## src/ftos_pkg.sv

```systemverilog
// ftos_pkg: widths, types and constants of the force/torque offset smoother
// shared by the top level, its port checker and the testbench; depends on nothing
package ftos_pkg;

	localparam int CAL_SAMPLES = 40;
	localparam int AXES        = 6;
	localparam int AXIS_W      = $clog2(AXES);
	localparam int IN_W        = 24;
	localparam int SUM_W       = 30;
	localparam int AVG_W       = 25;
	localparam int SMO_W       = AVG_W + 3;
	localparam int SQ_W        = 2 * AVG_W;
	localparam int REM_W       = AVG_W + 3;
	localparam int DIV_W       = $clog2(CAL_SAMPLES + 1);
	localparam int CNT_W       = $clog2(CAL_SAMPLES + 2);
	localparam int STEP_W      = $clog2(SUM_W + 2);
	localparam int IN_DATA_W   = AXES * IN_W;
	localparam int OUT_DATA_W  = (AXES + 2) * AVG_W;
	localparam int MAG_MAX     = 29058990;

	typedef logic signed [IN_W-1:0]  sample_t;
	typedef logic signed [SUM_W-1:0] sum_t;
	typedef logic signed [AVG_W-1:0] avg_t;
	typedef logic signed [SMO_W-1:0] smo_t;

endpackage

```

## src/force_torque_offset_smoother.sv

```systemverilog
// force_torque_offset_smoother: bias calibration, smoothing and magnitudes of six-axis samples
// bit-serial divider, multiplier and square root on rotating axis rings; uses ftos_pkg
//
// channel   dir  handshake          payload
// s_        in   s_tvalid/s_tready  s_tdata: six 24-bit samples, s_tuser: mode
// m_        out  m_tvalid/m_tready  m_tdata: six 25-bit averages, two magnitudes
// cfg_      in   cfg_valid/cfg_ready cfg_data: enable
//
// word handling: a clear or disabled word is done in idle, a calibration word adds into each axis sum
// a mean word is divided axis by axis by the radix-2 divider
// a result word is smoothed, then squared and rooted by the bit-serial square/root
// arst_n clears state, counters and enable (to 1); no word taken while busy
// a finished word waits in the output register; the next word is taken meanwhile, and a
// second finished word holds in the last stage, stalling input, until the register drains
module force_torque_offset_smoother (
	input  logic                             clk,
	input  logic                             arst_n,
	input  logic                             s_tvalid,
	output logic                             s_tready,
	// force_x, force_y, force_z, torque_x, torque_y, torque_z
	input  logic [ftos_pkg::IN_DATA_W-1:0]   s_tdata,
	// mode
	input  logic                             s_tuser,
	output logic                             m_tvalid,
	input  logic                             m_tready,
	// avg_force_x, avg_force_y, avg_force_z, avg_torque_x, avg_torque_y, avg_torque_z,
	// force_magnitude, torque_magnitude
	output logic [ftos_pkg::OUT_DATA_W-1:0]  m_tdata,
	input  logic                             cfg_valid,
	output logic                             cfg_ready,
	input  logic                             cfg_data
);

	localparam logic [2:0] ST_IDLE   = 3'd0;
	localparam logic [2:0] ST_CAL    = 3'd1;
	localparam logic [2:0] ST_DIV    = 3'd2;
	localparam logic [2:0] ST_SMOOTH = 3'd3;
	localparam logic [2:0] ST_SQ     = 3'd4;
	localparam logic [2:0] ST_ROOT   = 3'd5;
	localparam logic [2:0] ST_OUT    = 3'd6;

	localparam logic [ftos_pkg::AXIS_W-1:0] AXIS_LAST  = ftos_pkg::AXIS_W'(ftos_pkg::AXES - 1);
	localparam logic [ftos_pkg::AXIS_W-1:0] FORCE_LAST = ftos_pkg::AXIS_W'(2);
	localparam logic [ftos_pkg::STEP_W-1:0] DIV_LAST   = ftos_pkg::STEP_W'(ftos_pkg::SUM_W + 1);
	localparam logic [ftos_pkg::STEP_W-1:0] SQ_LAST    = ftos_pkg::STEP_W'(ftos_pkg::AVG_W);
	localparam logic [ftos_pkg::STEP_W-1:0] ROOT_LAST  = ftos_pkg::STEP_W'(ftos_pkg::AVG_W - 1);

	logic [2:0]                        state_q;
	logic [ftos_pkg::AXIS_W-1:0]       axis_q;
	logic [ftos_pkg::STEP_W-1:0]       step_q;
	logic [ftos_pkg::CNT_W-1:0]        cal_cnt_q;
	logic                              enable_q;
	logic                              m_tvalid_q;
	ftos_pkg::sum_t                    off_q [ftos_pkg::AXES];
	ftos_pkg::avg_t                    sm_q [ftos_pkg::AXES];
	ftos_pkg::sample_t                 x_q [ftos_pkg::AXES];

	logic [ftos_pkg::SUM_W-1:0]        dq_q;
	logic [ftos_pkg::DIV_W-1:0]        drem_q;
	logic                              neg_q;
	logic [ftos_pkg::SQ_W-1:0]         mcand_q;
	logic [ftos_pkg::AVG_W-1:0]        mpl_q;
	logic [ftos_pkg::SQ_W-1:0]         acc_q;
	logic [ftos_pkg::REM_W-1:0]        srem_q;
	logic [ftos_pkg::AVG_W-1:0]        root_q;
	logic [ftos_pkg::AVG_W-1:0]        fmag_q;
	logic [ftos_pkg::AVG_W-1:0]        tmag_q;
	logic [ftos_pkg::OUT_DATA_W-1:0]   out_q;

	ftos_pkg::sum_t                    cal_sum;
	logic [ftos_pkg::SUM_W-1:0]        off_abs;
	logic [ftos_pkg::DIV_W:0]          div_r;
	logic [ftos_pkg::DIV_W:0]          div_sub;
	logic                              div_ge;
	logic [ftos_pkg::DIV_W-1:0]        drem_d;
	ftos_pkg::sum_t                    mean_wb;
	ftos_pkg::avg_t                    mean_c;
	ftos_pkg::avg_t                    x_c;
	ftos_pkg::avg_t                    corr;
	ftos_pkg::smo_t                    sm_ext;
	ftos_pkg::smo_t                    smo_sum;
	ftos_pkg::avg_t                    sm_new;
	logic [ftos_pkg::AVG_W-1:0]        sm_abs;
	logic [ftos_pkg::REM_W-1:0]        root_r;
	logic [ftos_pkg::REM_W-1:0]        trial;
	logic                              root_ge;
	logic [ftos_pkg::REM_W-1:0]        srem_d;
	logic [ftos_pkg::AVG_W-1:0]        root_d;
	logic                              out_load;

	assign s_tready  = (state_q == ST_IDLE);
	assign cfg_ready = 1'b1;
	assign m_tvalid  = m_tvalid_q;
	assign m_tdata   = out_q;
	assign out_load  = (state_q == ST_OUT) && (!m_tvalid_q || m_tready);

	// calibration accumulate
	assign cal_sum = off_q[0] + ftos_pkg::sum_t'(x_q[0]);

	// radix-2 restoring divide by the sample count
	assign off_abs = off_q[0][ftos_pkg::SUM_W-1] ? (ftos_pkg::SUM_W'(0) - off_q[0]) : off_q[0];
	assign div_r   = {drem_q, dq_q[ftos_pkg::SUM_W-1]};
	assign div_ge  = (div_r >= (ftos_pkg::DIV_W + 1)'(ftos_pkg::CAL_SAMPLES));
	assign div_sub = div_r - (ftos_pkg::DIV_W + 1)'(ftos_pkg::CAL_SAMPLES);
	assign drem_d  = div_ge ? div_sub[ftos_pkg::DIV_W-1:0] : div_r[ftos_pkg::DIV_W-1:0];
	assign mean_wb = neg_q ? ftos_pkg::sum_t'(ftos_pkg::SUM_W'(0) - dq_q) : ftos_pkg::sum_t'(dq_q);

	// offset correction and smoothing of the head axis
	assign mean_c  = off_q[0][ftos_pkg::AVG_W-1:0];
	assign x_c     = ftos_pkg::AVG_W'(x_q[0]);
	assign corr    = mean_c - x_c;
	assign sm_ext  = ftos_pkg::SMO_W'(sm_q[0]);
	assign smo_sum = (sm_ext <<< 1) + sm_ext + ftos_pkg::SMO_W'(corr);
	assign sm_new  = smo_sum[ftos_pkg::AVG_W+1:2];

	assign sm_abs = sm_q[0][ftos_pkg::AVG_W-1] ? (ftos_pkg::AVG_W'(0) - sm_q[0]) : sm_q[0];

	// one result bit per cycle of the square root
	assign root_r  = {srem_q[ftos_pkg::REM_W-3:0], acc_q[ftos_pkg::SQ_W-1 -: 2]};
	assign trial   = {1'b0, root_q, 2'b01};
	assign root_ge = (root_r >= trial);
	assign srem_d  = root_ge ? (root_r - trial) : root_r;
	assign root_d  = {root_q[ftos_pkg::AVG_W-2:0], root_ge};

	always_ff @(posedge clk or negedge arst_n) begin
		if (!arst_n) begin
			state_q    <= ST_IDLE;
			axis_q     <= '0;
			step_q     <= '0;
			cal_cnt_q  <= '0;
			enable_q   <= 1'b1;
			m_tvalid_q <= 1'b0;
			for (int i = 0; i < ftos_pkg::AXES; i++) begin
				off_q[i] <= '0;
				sm_q[i]  <= '0;
			end
		end else begin
			if (cfg_valid) begin
				enable_q <= cfg_data;
			end
			if (out_load) begin
				m_tvalid_q <= 1'b1;
			end else if (m_tvalid_q && m_tready) begin
				m_tvalid_q <= 1'b0;
			end
			case (state_q)
				ST_IDLE: begin
					if (s_tvalid) begin
						axis_q <= '0;
						step_q <= '0;
						if (s_tuser) begin
							cal_cnt_q <= '0;
							for (int i = 0; i < ftos_pkg::AXES; i++) begin
								off_q[i] <= '0;
								sm_q[i]  <= '0;
							end
						end else if (enable_q) begin
							if (cal_cnt_q < ftos_pkg::CNT_W'(ftos_pkg::CAL_SAMPLES)) begin
								state_q <= ST_CAL;
							end else if (cal_cnt_q == ftos_pkg::CNT_W'(ftos_pkg::CAL_SAMPLES)) begin
								state_q <= ST_DIV;
							end else begin
								state_q <= ST_SMOOTH;
							end
						end
					end
				end
				ST_CAL: begin
					for (int i = 0; i < ftos_pkg::AXES - 1; i++) begin
						off_q[i] <= off_q[i+1];
					end
					off_q[ftos_pkg::AXES-1] <= cal_sum;
					if (axis_q == AXIS_LAST) begin
						axis_q    <= '0;
						cal_cnt_q <= cal_cnt_q + 1'b1;
						state_q   <= ST_IDLE;
					end else begin
						axis_q <= axis_q + 1'b1;
					end
				end
				ST_DIV: begin
					if (step_q == DIV_LAST) begin
						for (int i = 0; i < ftos_pkg::AXES - 1; i++) begin
							off_q[i] <= off_q[i+1];
						end
						off_q[ftos_pkg::AXES-1] <= mean_wb;
						step_q <= '0;
						if (axis_q == AXIS_LAST) begin
							axis_q    <= '0;
							cal_cnt_q <= cal_cnt_q + 1'b1;
							state_q   <= ST_IDLE;
						end else begin
							axis_q <= axis_q + 1'b1;
						end
					end else begin
						step_q <= step_q + 1'b1;
					end
				end
				ST_SMOOTH: begin
					for (int i = 0; i < ftos_pkg::AXES - 1; i++) begin
						off_q[i] <= off_q[i+1];
						sm_q[i]  <= sm_q[i+1];
					end
					off_q[ftos_pkg::AXES-1] <= off_q[0];
					sm_q[ftos_pkg::AXES-1]  <= sm_new;
					if (axis_q == AXIS_LAST) begin
						axis_q  <= '0;
						step_q  <= '0;
						state_q <= ST_SQ;
					end else begin
						axis_q <= axis_q + 1'b1;
					end
				end
				ST_SQ: begin
					if (step_q == SQ_LAST) begin
						for (int i = 0; i < ftos_pkg::AXES - 1; i++) begin
							sm_q[i] <= sm_q[i+1];
						end
						sm_q[ftos_pkg::AXES-1] <= sm_q[0];
						step_q <= '0;
						axis_q <= (axis_q == AXIS_LAST) ? '0 : axis_q + 1'b1;
						if (axis_q == FORCE_LAST || axis_q == AXIS_LAST) begin
							state_q <= ST_ROOT;
						end
					end else begin
						step_q <= step_q + 1'b1;
					end
				end
				ST_ROOT: begin
					if (step_q == ROOT_LAST) begin
						step_q  <= '0;
						state_q <= (axis_q == '0) ? ST_OUT : ST_SQ;
					end else begin
						step_q <= step_q + 1'b1;
					end
				end
				ST_OUT: begin
					if (out_load) begin
						state_q <= ST_IDLE;
					end
				end
				default: begin
					state_q <= ST_IDLE;
				end
			endcase
		end
	end

	always_ff @(posedge clk) begin
		case (state_q)
			ST_IDLE: begin
				if (s_tvalid) begin
					for (int i = 0; i < ftos_pkg::AXES; i++) begin
						x_q[i] <= s_tdata[i*ftos_pkg::IN_W +: ftos_pkg::IN_W];
					end
					acc_q <= '0;
				end
			end
			ST_CAL, ST_SMOOTH: begin
				for (int i = 0; i < ftos_pkg::AXES - 1; i++) begin
					x_q[i] <= x_q[i+1];
				end
				x_q[ftos_pkg::AXES-1] <= x_q[0];
			end
			ST_DIV: begin
				if (step_q == '0) begin
					dq_q   <= off_abs;
					neg_q  <= off_q[0][ftos_pkg::SUM_W-1];
					drem_q <= '0;
				end else if (step_q != DIV_LAST) begin
					dq_q   <= {dq_q[ftos_pkg::SUM_W-2:0], div_ge};
					drem_q <= drem_d;
				end
			end
			ST_SQ: begin
				if (step_q == '0) begin
					mcand_q <= ftos_pkg::SQ_W'(sm_abs);
					mpl_q   <= sm_abs;
				end else begin
					if (mpl_q[0]) begin
						acc_q <= acc_q + mcand_q;
					end
					mcand_q <= mcand_q << 1;
					mpl_q   <= mpl_q >> 1;
				end
				srem_q <= '0;
				root_q <= '0;
			end
			ST_ROOT: begin
				srem_q <= srem_d;
				root_q <= root_d;
				acc_q  <= acc_q << 2;
				if (step_q == ROOT_LAST) begin
					if (axis_q == '0) begin
						tmag_q <= root_d;
					end else begin
						fmag_q <= root_d;
					end
				end
			end
			ST_OUT: begin
				if (out_load) begin
					for (int i = 0; i < ftos_pkg::AXES; i++) begin
						out_q[i*ftos_pkg::AVG_W +: ftos_pkg::AVG_W] <= sm_q[i];
					end
					out_q[ftos_pkg::AXES*ftos_pkg::AVG_W +: ftos_pkg::AVG_W]       <= fmag_q;
					out_q[(ftos_pkg::AXES + 1)*ftos_pkg::AVG_W +: ftos_pkg::AVG_W] <= tmag_q;
				end
			end
			default: begin
			end
		endcase
	end

endmodule

```

## config.mk

```make
export PLATFORM = sky130hd
export DESIGN_NAME = force_torque_offset_smoother
export DESIGN_NICKNAME = d
export VERILOG_FILES = /design/src/ftos_pkg.sv /design/src/force_torque_offset_smoother.sv
export SDC_FILE = /design/constraint.sdc
export NUM_CORES = 2
export LEC_CHECK = 0
export ABC_AREA = 1
export BUFFER_PORTS_ARGS = -buffer_cell sky130_fd_sc_hd__buf_2
export CAP_MARGIN = 25
export CORE_MARGIN = 2
export CORE_UTILIZATION = 40
export CTS_CLUSTER_SIZE = 20
export DETAILED_ROUTE_END_ITERATION = 6
export GPL_ROUTABILITY_DRIVEN = 0
export PLACE_DENSITY = 0.55
export REMOVE_ABC_BUFFERS = 1
export SLEW_MARGIN = 20
export SYNTH_ARGS = -nofsm -noshare
export SYNTH_HDL_FRONTEND = slang
export SYNTH_SLANG_ARGS = --single-unit
```

## constraint.sdc

```tcl
create_clock -name clk -period 16.3 [get_ports clk]
set_input_delay 1.63 -clock clk [delete_from_list [all_inputs] [get_ports clk]]
set_output_delay 1.63 -clock clk [all_outputs]
set_load 0.02 [all_outputs]
```

==> impl_metrics.json <==
{
  "drc": 0,
  "core_area_mm2": 0.122,
  "async_flop_share_pct": 36.5,
  "cts_root_buffer": "clkbuf_16",
  "dp_hpwl_um": 94300,
  "finalNonFillerCells": 7525,
  "layout-drive-gt1-share_pct": 11.1,
  "yosysUniqueCellTypes": 62,
  "cts_buffer_depth": 3,
  "die_w_um": 355,
  "die_h_um": 355,
  "reg2regPathDepth": 22,
  "crit_chain": "inv_1 > ha_1 > fa_1 > inv_1 > nand2_1 > nand2_1 > nand3_1 > nand2_1 > a31oi_1 > o21ai_0 > a21oi_1 > xor2_1 > fa_1 > inv_1 > ha_1 > a21oi_1 > o21ai_0 > a211oi_1 > nand3_1 > nand2_1 > nand3_1 > a21oi_1",
  "max_stage_delay_ps": 500,
  "dieArea_mm2": 0.126,
  "fin_setup_tns_ps": 0,
  "startpoint_type": "register",
  "synth_edf_count": 607,
  "critical_path.slowest_cell": "fa_1",
  "hold_buffers": 0,
  "dominantRegCellSynth": "edfxtp_1",
  "period_share_pct": 29.8,
  "vias_per_cell": 5.11,
  "crit_path_end_kind": "register",
  "worst_pin_slew_ps": 1050,
  "area_growth_pct": 14.8,
  "fp-row-count": 128,
  "post_cts_buffers": 0,
  "grt_pass1_wl_um": 208000,
  "critPathMostFrequentCell": "nand2_1",
  "post-place-cells": 7320,
  "gr-usage-all-layers_pct": 20.6,
  "worstReg2RegStart": "mean_c[0]",
  "power.leakage_nw": 25.4,
  "finalHoldViolCount": 0,
  "cts_buffers": 105,
  "cts_resized": 0,
  "wl_per_cell_um": 17.4,
  "grt_setup_unrepaired": "false",
  "grt_pass1_vias": 37300,
  "dr.pass1.iters": 6,
  "grt_overflow": 0,
  "io_buffers": 352,
  "slew_headroom_pct": 29.8,
  "ys_warn_count": 0,
  "drtIter0Drc": 2806,
  "crit_required_ps": 16940,
  "critPathBufInv": 3,
  "outcome": "completed",
  "yosysTopAreaCellShare_pct": 37.1,
  "initial_core_util_pct": 40.3,
  "final_cell_mix": "nand2_1 (1469), inv_1 (650), edfxtp_1 (607)",
  "fin_crit_ps": 4860,
  "cp_max_fo": 5,
  "path_depth": 22,
  "crit_arrival_ps": 5500,
  "clock_latency_ps": 720,
  "ios": 354,
  "r2r_end": "sm_q[21]",
  "fmax_mhz": 206,
  "hp-class": "register to register",
  "ys_seq_area_share_pct": 54.9,
  "peakVddDrop_mv": 0.132,
  "path_class": "register to register",
  "cts_tree": "built",
  "worstSetupStartpoint": "mean_c[0]",
  "grt_max_degree": 200,
  "setup_viol": 0,
  "crit_end": "sm_q[21]",
  "path_clk_slew_ps": 60,
  "ys_seq_elements": 956,
  "crit_family": "compound AO/OA/AOI/OAI gates",
  "vias": 38500,
  "drtAntennaViolNets": 0,
  "yosys.area.top_type": "edfxtp_1",
  "htreeDepth": 3,
  "report.final.slew_viol_count": 0,
  "dpl_cell_area_mm2": 0.0525,
  "synth_area_leaders": "edfxtp_1 (37%), dfrtp_1 (18%), nand2_1 (11%)",
  "power.density_mw_per_mm2": 219,
  "syn_area_mm2": 0.0491,
  "fin_nets": 6148,
  "synthCells": 5494,
  "postSynthAreaPerCell_um2": 8.95,
  "maxCapViolations": 0,
  "routed_wl_um": 131000,
  "antenna_found_initial": 1,
  "clock-sinks": 956,
  "r2r_setup_slack_ps": 11440,
  "layout_commonest_cell": "nand2_1",
  "fin_area_mm2": 0.0564,
  "skew_ps": 60.4
}
==> cell usage after synthesis (17+ instances only) <==
master and number:
nand2_1 1471, inv_1 650, edfxtp_1 607, nor2_1 479, nand3_1 376, dfrtp_1 348, o21ai_0 343, a21oi_1 321
ha_1 163, o22ai_1 107, clkbuf_1 95, buf_2 62, nor3_1 58, xor2_1 58, nand4_1 46, o22ai_2 31
fa_1 28, o21bai_1 26, a21o_1 19, or2_2 18, buf_1 17
==> cells by family (layout without fill, tap and decap cells) <==
logic type,count (synthesis),count (layout),share of synthesized area (%)
fa+ha+maj,191,191,5.29
flops,956,956,54.9
other cells,1,2,0.00763
xor+xnor,74,74,1.32
compound gates,941,941,11.0
buf+inv,849,1254,6.80
simple gates,2482,2482,20.7
==> how the worst min path moves through the flow <==
stage	start	endpoint	cells after the start
after floorplan	fmag_q[0]	m_tdata[150]	0
after global placement	fmag_q[23]	m_tdata[173]	0
after detailed placement	fmag_q[16]	m_tdata[166]	0
after CTS	tmag_q[23]	m_tdata[198]	0
after global routing	tmag_q[23]	m_tdata[198]	0
final	tmag_q[23]	m_tdata[198]	0
==> power by group <==
group,switching [mW],internal (mW)
Combinational,4.01,1.61
Sequential,0.447,3.72
Clock,1.02,1.55
==> layout make-up <==
type	instances	area [µm²]
multi-input cells	3689	18900
clock buffers	138	2970
flip-flops and latches	956	27000
inverters	661	2490
diodes	1	2.50
repair buffers	393	2190
fillers	11900	65500
well taps	1625	2030
clock inverters	62	852
==> flip-flops by register name, summed over array words and instances, names as in the netlist <==
register,flops
mpl_q,25
enable_q,1
tmag_q,25
m_tvalid,1
dq_q,30
acc_q,50
off_q,155
drem_q,6
x_q,144
axis_q,3
mcand_q,50
fmag_q,25
neg_q,1
mean_c,25
step_q,5
root_q,25
m_tdata,200
cal_cnt_q,6
state_q,3
sm_q,125
sm_ext,25
srem_q,26
==> layer usage <==
| layer | global-route usage, % | vias up | share of wire, % |
|---|---|---|---|
| met5 | 0 | - | 0 |
| met4 | 4.50 | 0 | 1.9 |
| met3 | 2.80 | 164 | 5.4 |
| met2 | 32.9 | 1016 | 46 |
| met1 | 29.7 | 18300 | 47 |
| li1 | - | 19000 | - |
==> metrics by stage <==
stage | utilization, % | hold WS (ps) | power, mW | setup WS, ps
final | 46.3 | 366 | 12.4 | 11440
after CTS | 46.2 | 358 | 12.4 | 11530
after detailed placement | 43.1 | 405 | 9.76 | 10900
after floorplan | - | 400 | 8.10 | 3700
after global placement | 43.0 | 402 | 9.71 | 10590
after global routing | 46.3 | 368 | 13.3 | 11110
Power figures use the tool's default switching activity.
